File: config.mk
export PLATFORM = sky130hd
export DESIGN_NAME = chunked_transfer_decoder_flat
export DESIGN_NICKNAME = d
export VERILOG_FILES = /design/src/design/ctd_pkg.sv /design/src/design/ctd_stream_if.sv /design/src/design/ctd_in_reg.sv /design/src/design/ctd_parser.sv /design/src/design/ctd_out_reg.sv /design/src/design/chunked_transfer_decoder.sv /design/src/flat_wrapper.sv
export SDC_FILE = /design/constraint.sdc
export NUM_CORES = 1
export LEC_CHECK = 0
export BUFFER_PORTS_ARGS = -buffer_cell sky130_fd_sc_hd__buf_2
export CAP_MARGIN = 20
export CORE_MARGIN = 2
export CORE_UTILIZATION = 67
export DETAILED_ROUTE_END_ITERATION = 8
export HOLD_SLACK_MARGIN = 0.03
export PLACE_DENSITY = 0.86
export SYNTH_ARGS = -nofsm -noshare
export SYNTH_HDL_FRONTEND = slang
export SYNTH_SLANG_ARGS = --single-unit
File: constraint.sdc
create_clock -name clk_i -period 10.6 [get_ports clk_i]
set_input_delay 2.65 -clock clk_i [delete_from_list [all_inputs] [get_ports clk_i]]
set_output_delay 2.65 -clock clk_i [all_outputs]
set_load 0.005 [all_outputs]
File: src/design/ctd_pkg.sv
`timescale 1ns / 1ps
// ----------------------------------------------------------------------------
// ctd_pkg: shared types and constants of the chunked transfer decoder
// Parse phases, result status codes, stage payload structs and hex decode.
// ----------------------------------------------------------------------------
package ctd_pkg;

  // Default limit on hex digits in one size line
  localparam int unsigned LEN_DIGITS = 8;

  localparam logic [7:0] CHAR_CR = 8'h0D;
  localparam logic [7:0] CHAR_LF = 8'h0A;

  typedef enum logic [2:0] {
    PH_FIRST  = 3'd0,
    PH_SIZE   = 3'd1,
    PH_LF     = 3'd2,
    PH_DATA   = 3'd3,
    PH_TRAIL1 = 3'd4,
    PH_TRAIL2 = 3'd5,
    PH_IDLE   = 3'd6
  } ctd_phase_e;

  typedef enum logic [1:0] {
    ST_DATA  = 2'd0,
    ST_END   = 2'd1,
    ST_ERROR = 2'd2
  } ctd_status_e;

  typedef struct packed {
    logic [7:0] in_byte;
    logic       start_of_body;
  } ctd_item_t;

  typedef struct packed {
    logic [7:0]  out_byte;
    logic        last_of_chunk;
    ctd_status_e status;
  } ctd_result_t;

  typedef struct packed {
    logic       ok;
    logic [3:0] value;
  } ctd_hex_t;

  // Decode one ASCII hex digit; ok is low for anything else
  function automatic ctd_hex_t hex_decode(logic [7:0] c);
    ctd_hex_t h;
    h.ok    = 1'b1;
    h.value = 4'd0;
    if (c inside {[8'h30:8'h39]}) begin
      h.value = 4'(c - 8'h30);
    end else if (c inside {[8'h61:8'h66]}) begin
      h.value = 4'(c - 8'h57);
    end else if (c inside {[8'h41:8'h46]}) begin
      h.value = 4'(c - 8'h37);
    end else begin
      h.ok = 1'b0;
    end
    return h;
  endfunction

endpackage

File: src/design/ctd_stream_if.sv
`timescale 1ns / 1ps
// ----------------------------------------------------------------------------
// ctd_in_if / ctd_out_if: valid/ready channels of the decoder
// Raw body bytes come in on ctd_in_if; decoded results leave on ctd_out_if.
// ----------------------------------------------------------------------------
interface ctd_in_if;
  logic       valid;
  logic       ready;
  logic [7:0] in_byte;
  logic       start_of_body;

  modport source (output valid, in_byte, start_of_body, input ready);
  modport sink   (input valid, in_byte, start_of_body, output ready);
endinterface

interface ctd_out_if;
  logic       valid;
  logic       ready;
  logic [7:0] out_byte;
  logic       last_of_chunk;
  logic [1:0] status;

  modport source (output valid, out_byte, last_of_chunk, status, input ready);
  modport sink   (input valid, out_byte, last_of_chunk, status, output ready);
endinterface

File: src/design/ctd_in_reg.sv
`timescale 1ns / 1ps
// ----------------------------------------------------------------------------
// ctd_in_reg: input register stage
// Captures one accepted byte and holds it until the parser consumes it.
// ----------------------------------------------------------------------------
module ctd_in_reg (
  input  logic              clk_i,
  input  logic              rst_ni,
  ctd_in_if.sink            in_i,
  input  logic              advance_i,
  output logic              valid_o,
  output ctd_pkg::ctd_item_t item_o
);

  logic               valid_q, valid_d;
  ctd_pkg::ctd_item_t item_q;
  logic               take;

  assign in_i.ready = !valid_q || advance_i;
  assign take       = in_i.valid && in_i.ready;

  always_comb begin
    valid_d = valid_q;
    if (take) begin
      valid_d = 1'b1;
    end else if (advance_i) begin
      valid_d = 1'b0;
    end
  end

  always_ff @(posedge clk_i or negedge rst_ni) begin
    if (!rst_ni) begin
      valid_q <= 1'b0;
    end else begin
      valid_q <= valid_d;
    end
  end

  // payload needs no reset
  always_ff @(posedge clk_i) begin
    if (take) begin
      item_q.in_byte       <= in_i.in_byte;
      item_q.start_of_body <= in_i.start_of_body;
    end
  end

  assign valid_o = valid_q;
  assign item_o  = item_q;

endmodule

File: src/design/ctd_parser.sv
`timescale 1ns / 1ps
// ----------------------------------------------------------------------------
// ctd_parser: chunk framing state and per-byte step logic
// Updates the parse state for one byte per step and forms at most one result.
// ----------------------------------------------------------------------------
module ctd_parser #(
  parameter int unsigned LenDigits = ctd_pkg::LEN_DIGITS
) (
  input  logic                 clk_i,
  input  logic                 rst_ni,
  input  logic                 step_i,
  input  ctd_pkg::ctd_item_t   item_i,
  output logic                 res_valid_o,
  output ctd_pkg::ctd_result_t res_o
);

  ctd_pkg::ctd_phase_e phase_q, phase_d, phase_cur;
  logic [31:0]         remain_q, remain_d, remain_cur, remain_dec;
  logic [3:0]          digits_q, digits_d, digits_cur;
  logic                final_q, final_d, final_cur;
  ctd_pkg::ctd_hex_t   hex;
  logic [7:0]          c;

  assign c          = item_i.in_byte;
  assign hex        = ctd_pkg::hex_decode(c);
  assign remain_dec = remain_cur - 32'd1;

  // start mark restarts the parser before this byte is parsed
  always_comb begin
    phase_cur  = phase_q;
    remain_cur = remain_q;
    digits_cur = digits_q;
    final_cur  = final_q;
    if (item_i.start_of_body) begin
      phase_cur  = ctd_pkg::PH_FIRST;
      remain_cur = '0;
      digits_cur = '0;
      final_cur  = 1'b0;
    end
  end

  always_comb begin
    phase_d              = phase_cur;
    remain_d             = remain_cur;
    digits_d             = digits_cur;
    final_d              = final_cur;
    res_valid_o          = 1'b0;
    res_o.out_byte       = '0;
    res_o.last_of_chunk  = 1'b0;
    res_o.status         = ctd_pkg::ST_DATA;
    case (phase_cur)
      ctd_pkg::PH_FIRST: begin
        if (!hex.ok) begin
          phase_d      = ctd_pkg::PH_IDLE;
          res_valid_o  = 1'b1;
          res_o.status = ctd_pkg::ST_ERROR;
        end else begin
          remain_d = {28'd0, hex.value};
          digits_d = 4'd1;
          phase_d  = ctd_pkg::PH_SIZE;
        end
      end
      ctd_pkg::PH_SIZE: begin
        if (c == ctd_pkg::CHAR_CR) begin
          phase_d = ctd_pkg::PH_LF;
        end else if (!hex.ok || (digits_cur >= 4'(LenDigits))) begin
          phase_d      = ctd_pkg::PH_IDLE;
          res_valid_o  = 1'b1;
          res_o.status = ctd_pkg::ST_ERROR;
        end else begin
          // saturate a size that overflows 32 bits
          if (remain_cur > 32'h0FFF_FFFF) begin
            remain_d = 32'hFFFF_FFFF;
          end else begin
            remain_d = {remain_cur[27:0], hex.value};
          end
          digits_d = digits_cur + 4'd1;
        end
      end
      ctd_pkg::PH_LF: begin
        if (c != ctd_pkg::CHAR_LF) begin
          phase_d      = ctd_pkg::PH_IDLE;
          res_valid_o  = 1'b1;
          res_o.status = ctd_pkg::ST_ERROR;
        end else if (remain_cur == '0) begin
          final_d = 1'b1;
          phase_d = ctd_pkg::PH_TRAIL1;
        end else begin
          phase_d = ctd_pkg::PH_DATA;
        end
      end
      ctd_pkg::PH_DATA: begin
        remain_d       = remain_dec;
        res_valid_o    = 1'b1;
        res_o.out_byte = c;
        if (remain_dec == '0) begin
          res_o.last_of_chunk = 1'b1;
          phase_d             = ctd_pkg::PH_TRAIL1;
        end
      end
      ctd_pkg::PH_TRAIL1: begin
        phase_d = ctd_pkg::PH_TRAIL2;
      end
      ctd_pkg::PH_TRAIL2: begin
        if (final_cur) begin
          phase_d      = ctd_pkg::PH_IDLE;
          res_valid_o  = 1'b1;
          res_o.status = ctd_pkg::ST_END;
        end else begin
          phase_d  = ctd_pkg::PH_FIRST;
          remain_d = '0;
          digits_d = '0;
        end
      end
      default: begin
        phase_d = ctd_pkg::PH_IDLE;
      end
    endcase
  end

  always_ff @(posedge clk_i or negedge rst_ni) begin
    if (!rst_ni) begin
      phase_q  <= ctd_pkg::PH_FIRST;
      remain_q <= '0;
      digits_q <= '0;
      final_q  <= 1'b0;
    end else if (step_i) begin
      phase_q  <= phase_d;
      remain_q <= remain_d;
      digits_q <= digits_d;
      final_q  <= final_d;
    end
  end

endmodule

File: src/design/ctd_out_reg.sv
`timescale 1ns / 1ps
// ----------------------------------------------------------------------------
// ctd_out_reg: result register stage
// Holds one result until the receiver takes it; loads the next in the same cycle.
// ----------------------------------------------------------------------------
module ctd_out_reg (
  input  logic                 clk_i,
  input  logic                 rst_ni,
  input  logic                 load_i,
  input  logic                 res_valid_i,
  input  ctd_pkg::ctd_result_t res_i,
  output logic                 ready_o,
  ctd_out_if.source            out_o
);

  logic                 valid_q, valid_d;
  ctd_pkg::ctd_result_t res_q;

  assign ready_o = !valid_q || out_o.ready;

  always_comb begin
    valid_d = valid_q;
    if (load_i) begin
      valid_d = res_valid_i;
    end else if (out_o.ready) begin
      valid_d = 1'b0;
    end
  end

  always_ff @(posedge clk_i or negedge rst_ni) begin
    if (!rst_ni) begin
      valid_q <= 1'b0;
    end else begin
      valid_q <= valid_d;
    end
  end

  always_ff @(posedge clk_i) begin
    if (load_i && res_valid_i) begin
      res_q <= res_i;
    end
  end

  assign out_o.valid         = valid_q;
  assign out_o.out_byte      = res_q.out_byte;
  assign out_o.last_of_chunk = res_q.last_of_chunk;
  assign out_o.status        = res_q.status;

endmodule

File: src/design/chunked_transfer_decoder.sv
`timescale 1ns / 1ps
// ----------------------------------------------------------------------------
// chunked_transfer_decoder: HTTP chunked body decoder, one byte per cycle
//
// Feed the raw chunked body on in_i, one byte per transaction, with
// start_of_body set on the first byte of each body. Results leave on out_o:
// status 0 carries a payload byte (last_of_chunk marks the final byte of a
// chunk), status 1 reports the end of the body after the zero chunk's two
// trailing bytes, status 2 reports a format error. Size-line bytes, CR LF and
// trailing bytes make no transaction on out_o except an end or error status.
//
// Throughput is one byte per cycle while the receiver does not stall.
// Each byte lands in the input register; the parser then steps and its
// result lands in the result register.
// Reset clears both stage valid flags and puts the parser at the first size
// digit. When the receiver stalls, the result register holds, then the input
// register fills, and in_i.ready drops; nothing is lost or repeated.
// After an end or error status, bytes are consumed silently until the next
// start_of_body.
// ----------------------------------------------------------------------------
module chunked_transfer_decoder #(
  parameter int unsigned LEN_DIGITS = ctd_pkg::LEN_DIGITS
) (
  input  logic      clk_i,
  input  logic      rst_ni,
  ctd_in_if.sink    in_i,
  ctd_out_if.source out_o
);

  logic                 s1_valid;
  ctd_pkg::ctd_item_t   s1_item;
  logic                 out_ready;
  logic                 advance;
  logic                 res_valid;
  ctd_pkg::ctd_result_t res;

  // advance the held byte once the result register can take its outcome
  assign advance = s1_valid && out_ready;

  ctd_in_reg u_in_reg (
    .clk_i     (clk_i),
    .rst_ni    (rst_ni),
    .in_i      (in_i),
    .advance_i (advance),
    .valid_o   (s1_valid),
    .item_o    (s1_item)
  );

  ctd_parser #(
    .LenDigits (LEN_DIGITS)
  ) u_parser (
    .clk_i       (clk_i),
    .rst_ni      (rst_ni),
    .step_i      (advance),
    .item_i      (s1_item),
    .res_valid_o (res_valid),
    .res_o       (res)
  );

  ctd_out_reg u_out_reg (
    .clk_i       (clk_i),
    .rst_ni      (rst_ni),
    .load_i      (advance),
    .res_valid_i (res_valid),
    .res_i       (res),
    .ready_o     (out_ready),
    .out_o       (out_o)
  );

endmodule
File: src/flat_wrapper.sv
// flat-port wrapper written by rule: the top's interface ports become plain ports
module chunked_transfer_decoder_flat 
#(
  parameter int unsigned LEN_DIGITS = ctd_pkg::LEN_DIGITS
)
  (clk_i, rst_ni, in_i_valid, in_i_in_byte, in_i_start_of_body, in_i_ready, out_o_valid, out_o_out_byte, out_o_last_of_chunk, out_o_status, out_o_ready);
  ctd_in_if in_i_i ();
  ctd_out_if out_o_i ();
  input  logic clk_i;
  input  logic rst_ni;
  input wire logic [$bits(in_i_i.valid)-1:0] in_i_valid;
  input wire logic [$bits(in_i_i.in_byte)-1:0] in_i_in_byte;
  input wire logic [$bits(in_i_i.start_of_body)-1:0] in_i_start_of_body;
  output wire logic [$bits(in_i_i.ready)-1:0] in_i_ready;
  output wire logic [$bits(out_o_i.valid)-1:0] out_o_valid;
  output wire logic [$bits(out_o_i.out_byte)-1:0] out_o_out_byte;
  output wire logic [$bits(out_o_i.last_of_chunk)-1:0] out_o_last_of_chunk;
  output wire logic [$bits(out_o_i.status)-1:0] out_o_status;
  input wire logic [$bits(out_o_i.ready)-1:0] out_o_ready;
  assign in_i_i.valid = in_i_valid;
  assign in_i_i.in_byte = in_i_in_byte;
  assign in_i_i.start_of_body = in_i_start_of_body;
  assign in_i_ready = in_i_i.ready;
  assign out_o_valid = out_o_i.valid;
  assign out_o_out_byte = out_o_i.out_byte;
  assign out_o_last_of_chunk = out_o_i.last_of_chunk;
  assign out_o_status = out_o_i.status;
  assign out_o_i.ready = out_o_ready;
  chunked_transfer_decoder #(.LEN_DIGITS(LEN_DIGITS)) u_core (.clk_i(clk_i), .rst_ni(rst_ni), .in_i(in_i_i), .out_o(out_o_i));
endmodule
==> reports/results.txt <==
The run finished with clean final reports. The run gives 21,720 um as the first-pass GRT wire length. The hold path startpoint is u_core.u_parser.digits_q[0]$_DFFE_PN0P_.

Timing would allow up to 0.1725 GHz. Clock net sink count: 62. The logs give 4,305 for the number of global-route vias before repair and 7.95 ns for the required time of the critical path.

The routed design has 13,540 um of wire. Number of flops mapped to enable cells by yosys: 20. The height of the die is 87.91 um. The run gives 36.58% as the global routing usage summed across all routing layers. Among all stages on the critical path, the largest delay is contributed by nor2b_1. The tools report the total power consumption of the routed design as 0.001498 W.

Along the worst path, the maximum fanout reaches 3. TritonCTS built the clock tree. Once routing completed, OpenROAD measured the worst setup slack at 4.803 ns. Among the stages of the critical path, the cell type that occurs most often is buf_2. The mapped netlist covers 4717 um^2. Dividing the synthesized area by the synthesized cell count gives 8.319 um^2.

The worst setup path is captured at a primary output. The initial antenna violation count is 0. The kind of cell adding the most delay to the critical path was simple AND/OR/NAND/NOR gates. The tools report the instance area at placement as 4820 um^2. The first element of the critical path is out_o_ready. In this run the power density over the cells is 298.0 nW/um^2.

The tools report the final antenna-violating net count as 0. The routed wirelength normalized by instance count came out at 20.45 um. The run gives 7727 um^2 as the die area. The clock buffer count from CTS is 9, and the number of vias in the routed layout is 4,801. The number of flip-flops and latches in the synthesized netlist is 62, and the count of filler cells inserted in the layout is 511. 0 antenna diodes ended up in the layout. The die is 87.91 um wide.

The tools report the weighted congestion reported at the end of routability-driven placement as 0.9830. The worst setup path is launched from an input port. The first routing iteration left 681 violations.

Worst-case clock skew: 0.005504 ns. Setup violations remaining at the end of the flow were counted as 0. The core region is 6794 um^2. The net count reported at finish was 582; the growth of design area from synthesis to finish was 6.578%. The number of warnings reported in the yosys synthesis log was 0; the post-route DRC violation count was 0. Of the available clock period, the critical path in the final layout requires 54.69%.

The actual slew at the worst max-slew pin was 0.8946 ns; the static leakage was 2.118 nW. Buffers inserted to repair hold after CTS numbered 0. At the placement stage, the worst setup path has a slack of 4.793 ns. The run gives 5 as the total iterations of the first detailed-routing run. The worst min-delay path category was reg2reg.

The proportion of synthesized chip area in sequential cells is 35.01%. Leaving out fill and tap cells, the most frequent cell in the layout is nand2_1. Number of failing hold endpoints at the final stage: 0. In the routed layout, each cell is associated on average with a via count of 7.252.

After clock tree synthesis, the clock-pin slew on the worst setup and hold paths is 0.07 ns. Global routing finished with a remaining overflow of 0. The maximum vdd ir drop was 0.0002496 V.

The top cell types in the final layout, fill and taps aside, are nand2_1, dfrtp_1, o21ai_0, nor2_1, nor3_1. The distinct cell type count after synthesis was 75; the effective utilization at floorplan was 69.43%. The clock period could shrink to 5.797 ns.

In this run, post-CTS repair resized a total of 0 instances. The critical path goes through buf_2 -> nor2b_1 -> nand2_1 -> buf_2. The number of input and output port buffers inserted works out to 25. Detailed placement ended at an HPWL of 8990 um. The tools report the aggregate negative setup slack as 0 ns.

In the final layout, the share of cells above drive strength 1 is 11.31%. Setup repair after global routing left no endpoint under its margin. The number of nets handed over by synthesis was 587. The later pin in the worst-skew pair is clocked with a latency of 0.34 ns.

The startpoint-to-endpoint class of the critical path is in2out. Synthesis handed over a netlist of 567 instances. Entering global routing, the biggest net connects 64 pins. The logs give 3 for the number of H-tree levels and 0.5186 ns for the minimum hold slack.

The number of buffers on the longest clock path came out at 2. The fraction of registers with async set or reset after synthesis is 67.74%. The tools report the cell at the root of the clock tree as clkbuf_8.

The origin of the critical flop-to-flop path was u_core.u_in_reg.item_o[0]$_DFFE_PP_. The number of buffers and inverters on the critical path came out at 2. For this design the top-level I/O count stands at 26.

Count of final max-slew check failures: 0. The max-cap check violation count is 0. The most used flip-flop cell after synthesis is dfrtp_1.

STA puts the critical path data arrival time at 3.15 ns. The max-slew headroom at the worst pin came out at 40.36%. The summed area of non-filler cells in the final layout was 5027 um^2; the standard-cell row count was 30. The maximum single-stage delay on the critical path is 0.15 ns. The number of setup buffers added after CTS is 0.
==> area by class of cell <==
| class | count | area (um^2) | area share, % |
|---|---|---|---|
| Clock buffer | 9 | 123.9 | 2.464 |
| Clock inverter | 6 | 63.81 | 1.269 |
| Inverter | 13 | 48.80 | 0.9706 |
| Multi-Input combinational cell | 442 | 2814 | 55.97 |
| Sequential cell | 62 | 1652 | 32.85 |
| Tap cell | 96 | 120.1 | 2.389 |
| Timing Repair Buffer | 34 | 205.2 | 4.082 |
==> cell usage after synthesis (8+ instances only) <==
cell type	count	area, um^2
a22o_1	12	105.1
o31ai_1	8	60.06
inv_1	13	48.80
a21oi_1	26	130.1
nor2b_1	21	131.4
a22oi_1	11	82.58
o21ai_1	17	85.08
o21ai_0	40	200.2
clkbuf_1	39	146.4
nand2b_1	8	50.05
nor4_1	17	106.4
nor3_1	29	145.1
edfxtp_1	20	600.6
dfrtp_1	42	1051
nand4_1	8	50.05
nand2_1	47	176.4
a21o_1	15	112.6
and2_1	10	62.56
nor2_1	37	138.9
nand3_1	8	40.04
==> state kept, by name, summed over array words and instances (netlist names) <==
| signal | count |
|---|---|
| u_core.u_parser.remain_q | 32 |
| u_core.u_in_reg.item_o | 9 |
| u_core.u_out_reg.out_o.out_byte | 8 |
| u_core.u_parser.digits_q | 4 |
| u_core.u_parser.phase_q | 3 |
| u_core.u_out_reg.out_o.status | 2 |
| u_core.u_in_reg.valid_o | 1 |
| u_core.u_out_reg.out_o.last_of_chunk | 1 |
| u_core.u_out_reg.out_o.valid | 1 |
| u_core.u_parser.final_q | 1 |
==> cell families (layout without fill, tap and decap cells) <==
| group | count (synthesis) | after routing | share of synthesized area, % |
|---|---|---|---|
| buf+inv | 63 | 62 | 5.650 |
| simple gates | 233 | 233 | 26.95 |
| mux | 4 | 4 | 0.8488 |
| xor+xnor | 13 | 13 | 2.414 |
| fa+ha+maj | 7 | 7 | 1.857 |
| compound gates | 185 | 185 | 27.27 |
| flops | 62 | 62 | 35.01 |
==> report_power, final <==
part | switching (W) | total, W | internal, W
logic | 0.000561 | 0.000908 | 0.000347
registers | 0.0000852 | 0.000386 | 0.000301
clock network | 0.0000975 | 0.000204 | 0.000106
total | 0.000743 | 0.00150 | 0.000755
==> path summary, 6_finish.rpt <==
path | to | slack, ns | cells after the start
min in group asynchronous | u_core.u_parser.phase_q[2]$_DFFE_PN0P_ | 2.11 | 1
worst max-delay path | in_i_ready | 4.80 | 4
worst min-delay path | u_core.u_parser.digits_q[0]$_DFFE_PN0P_ | 0.52 | 1
max in group asynchronous | u_core.u_parser.remain_q[3]$_DFFE_PN0P_ | 8.05 | 2
worst max register to register | u_core.u_out_reg.out_o.last_of_chunk$_SDFFCE_PN0P_ | 5.78 | 11
worst min register to register | u_core.u_parser.digits_q[0]$_DFFE_PN0P_ | 0.52 | 1
==> per-stage QoR <==
stage,cells,util (%)
floorplan,567,-
global placement,646,70.94
detailed placement,646,70.94
CTS,661,73.70
global route,662,74.00
finish,662,74.00
==> worst register-to-register path: cells and delay by family (launching register included) <==
kind,cells,cell delay [ns]
buf+inv,2,1.11
simple gates,8,2.65
fa+ha+maj,1,0.53
flops,1,0.32
==> routing by layer <==
layer	track usage, %	up-vias	wire length [um]
li1	-	2137	-
met5	0	-	0
met3	6.598	41	1509
met2	53.03	349	6024
met1	53.92	2274	5628
met4	14.97	0	374
Note: power is estimated with default switching activity, not from simulation.
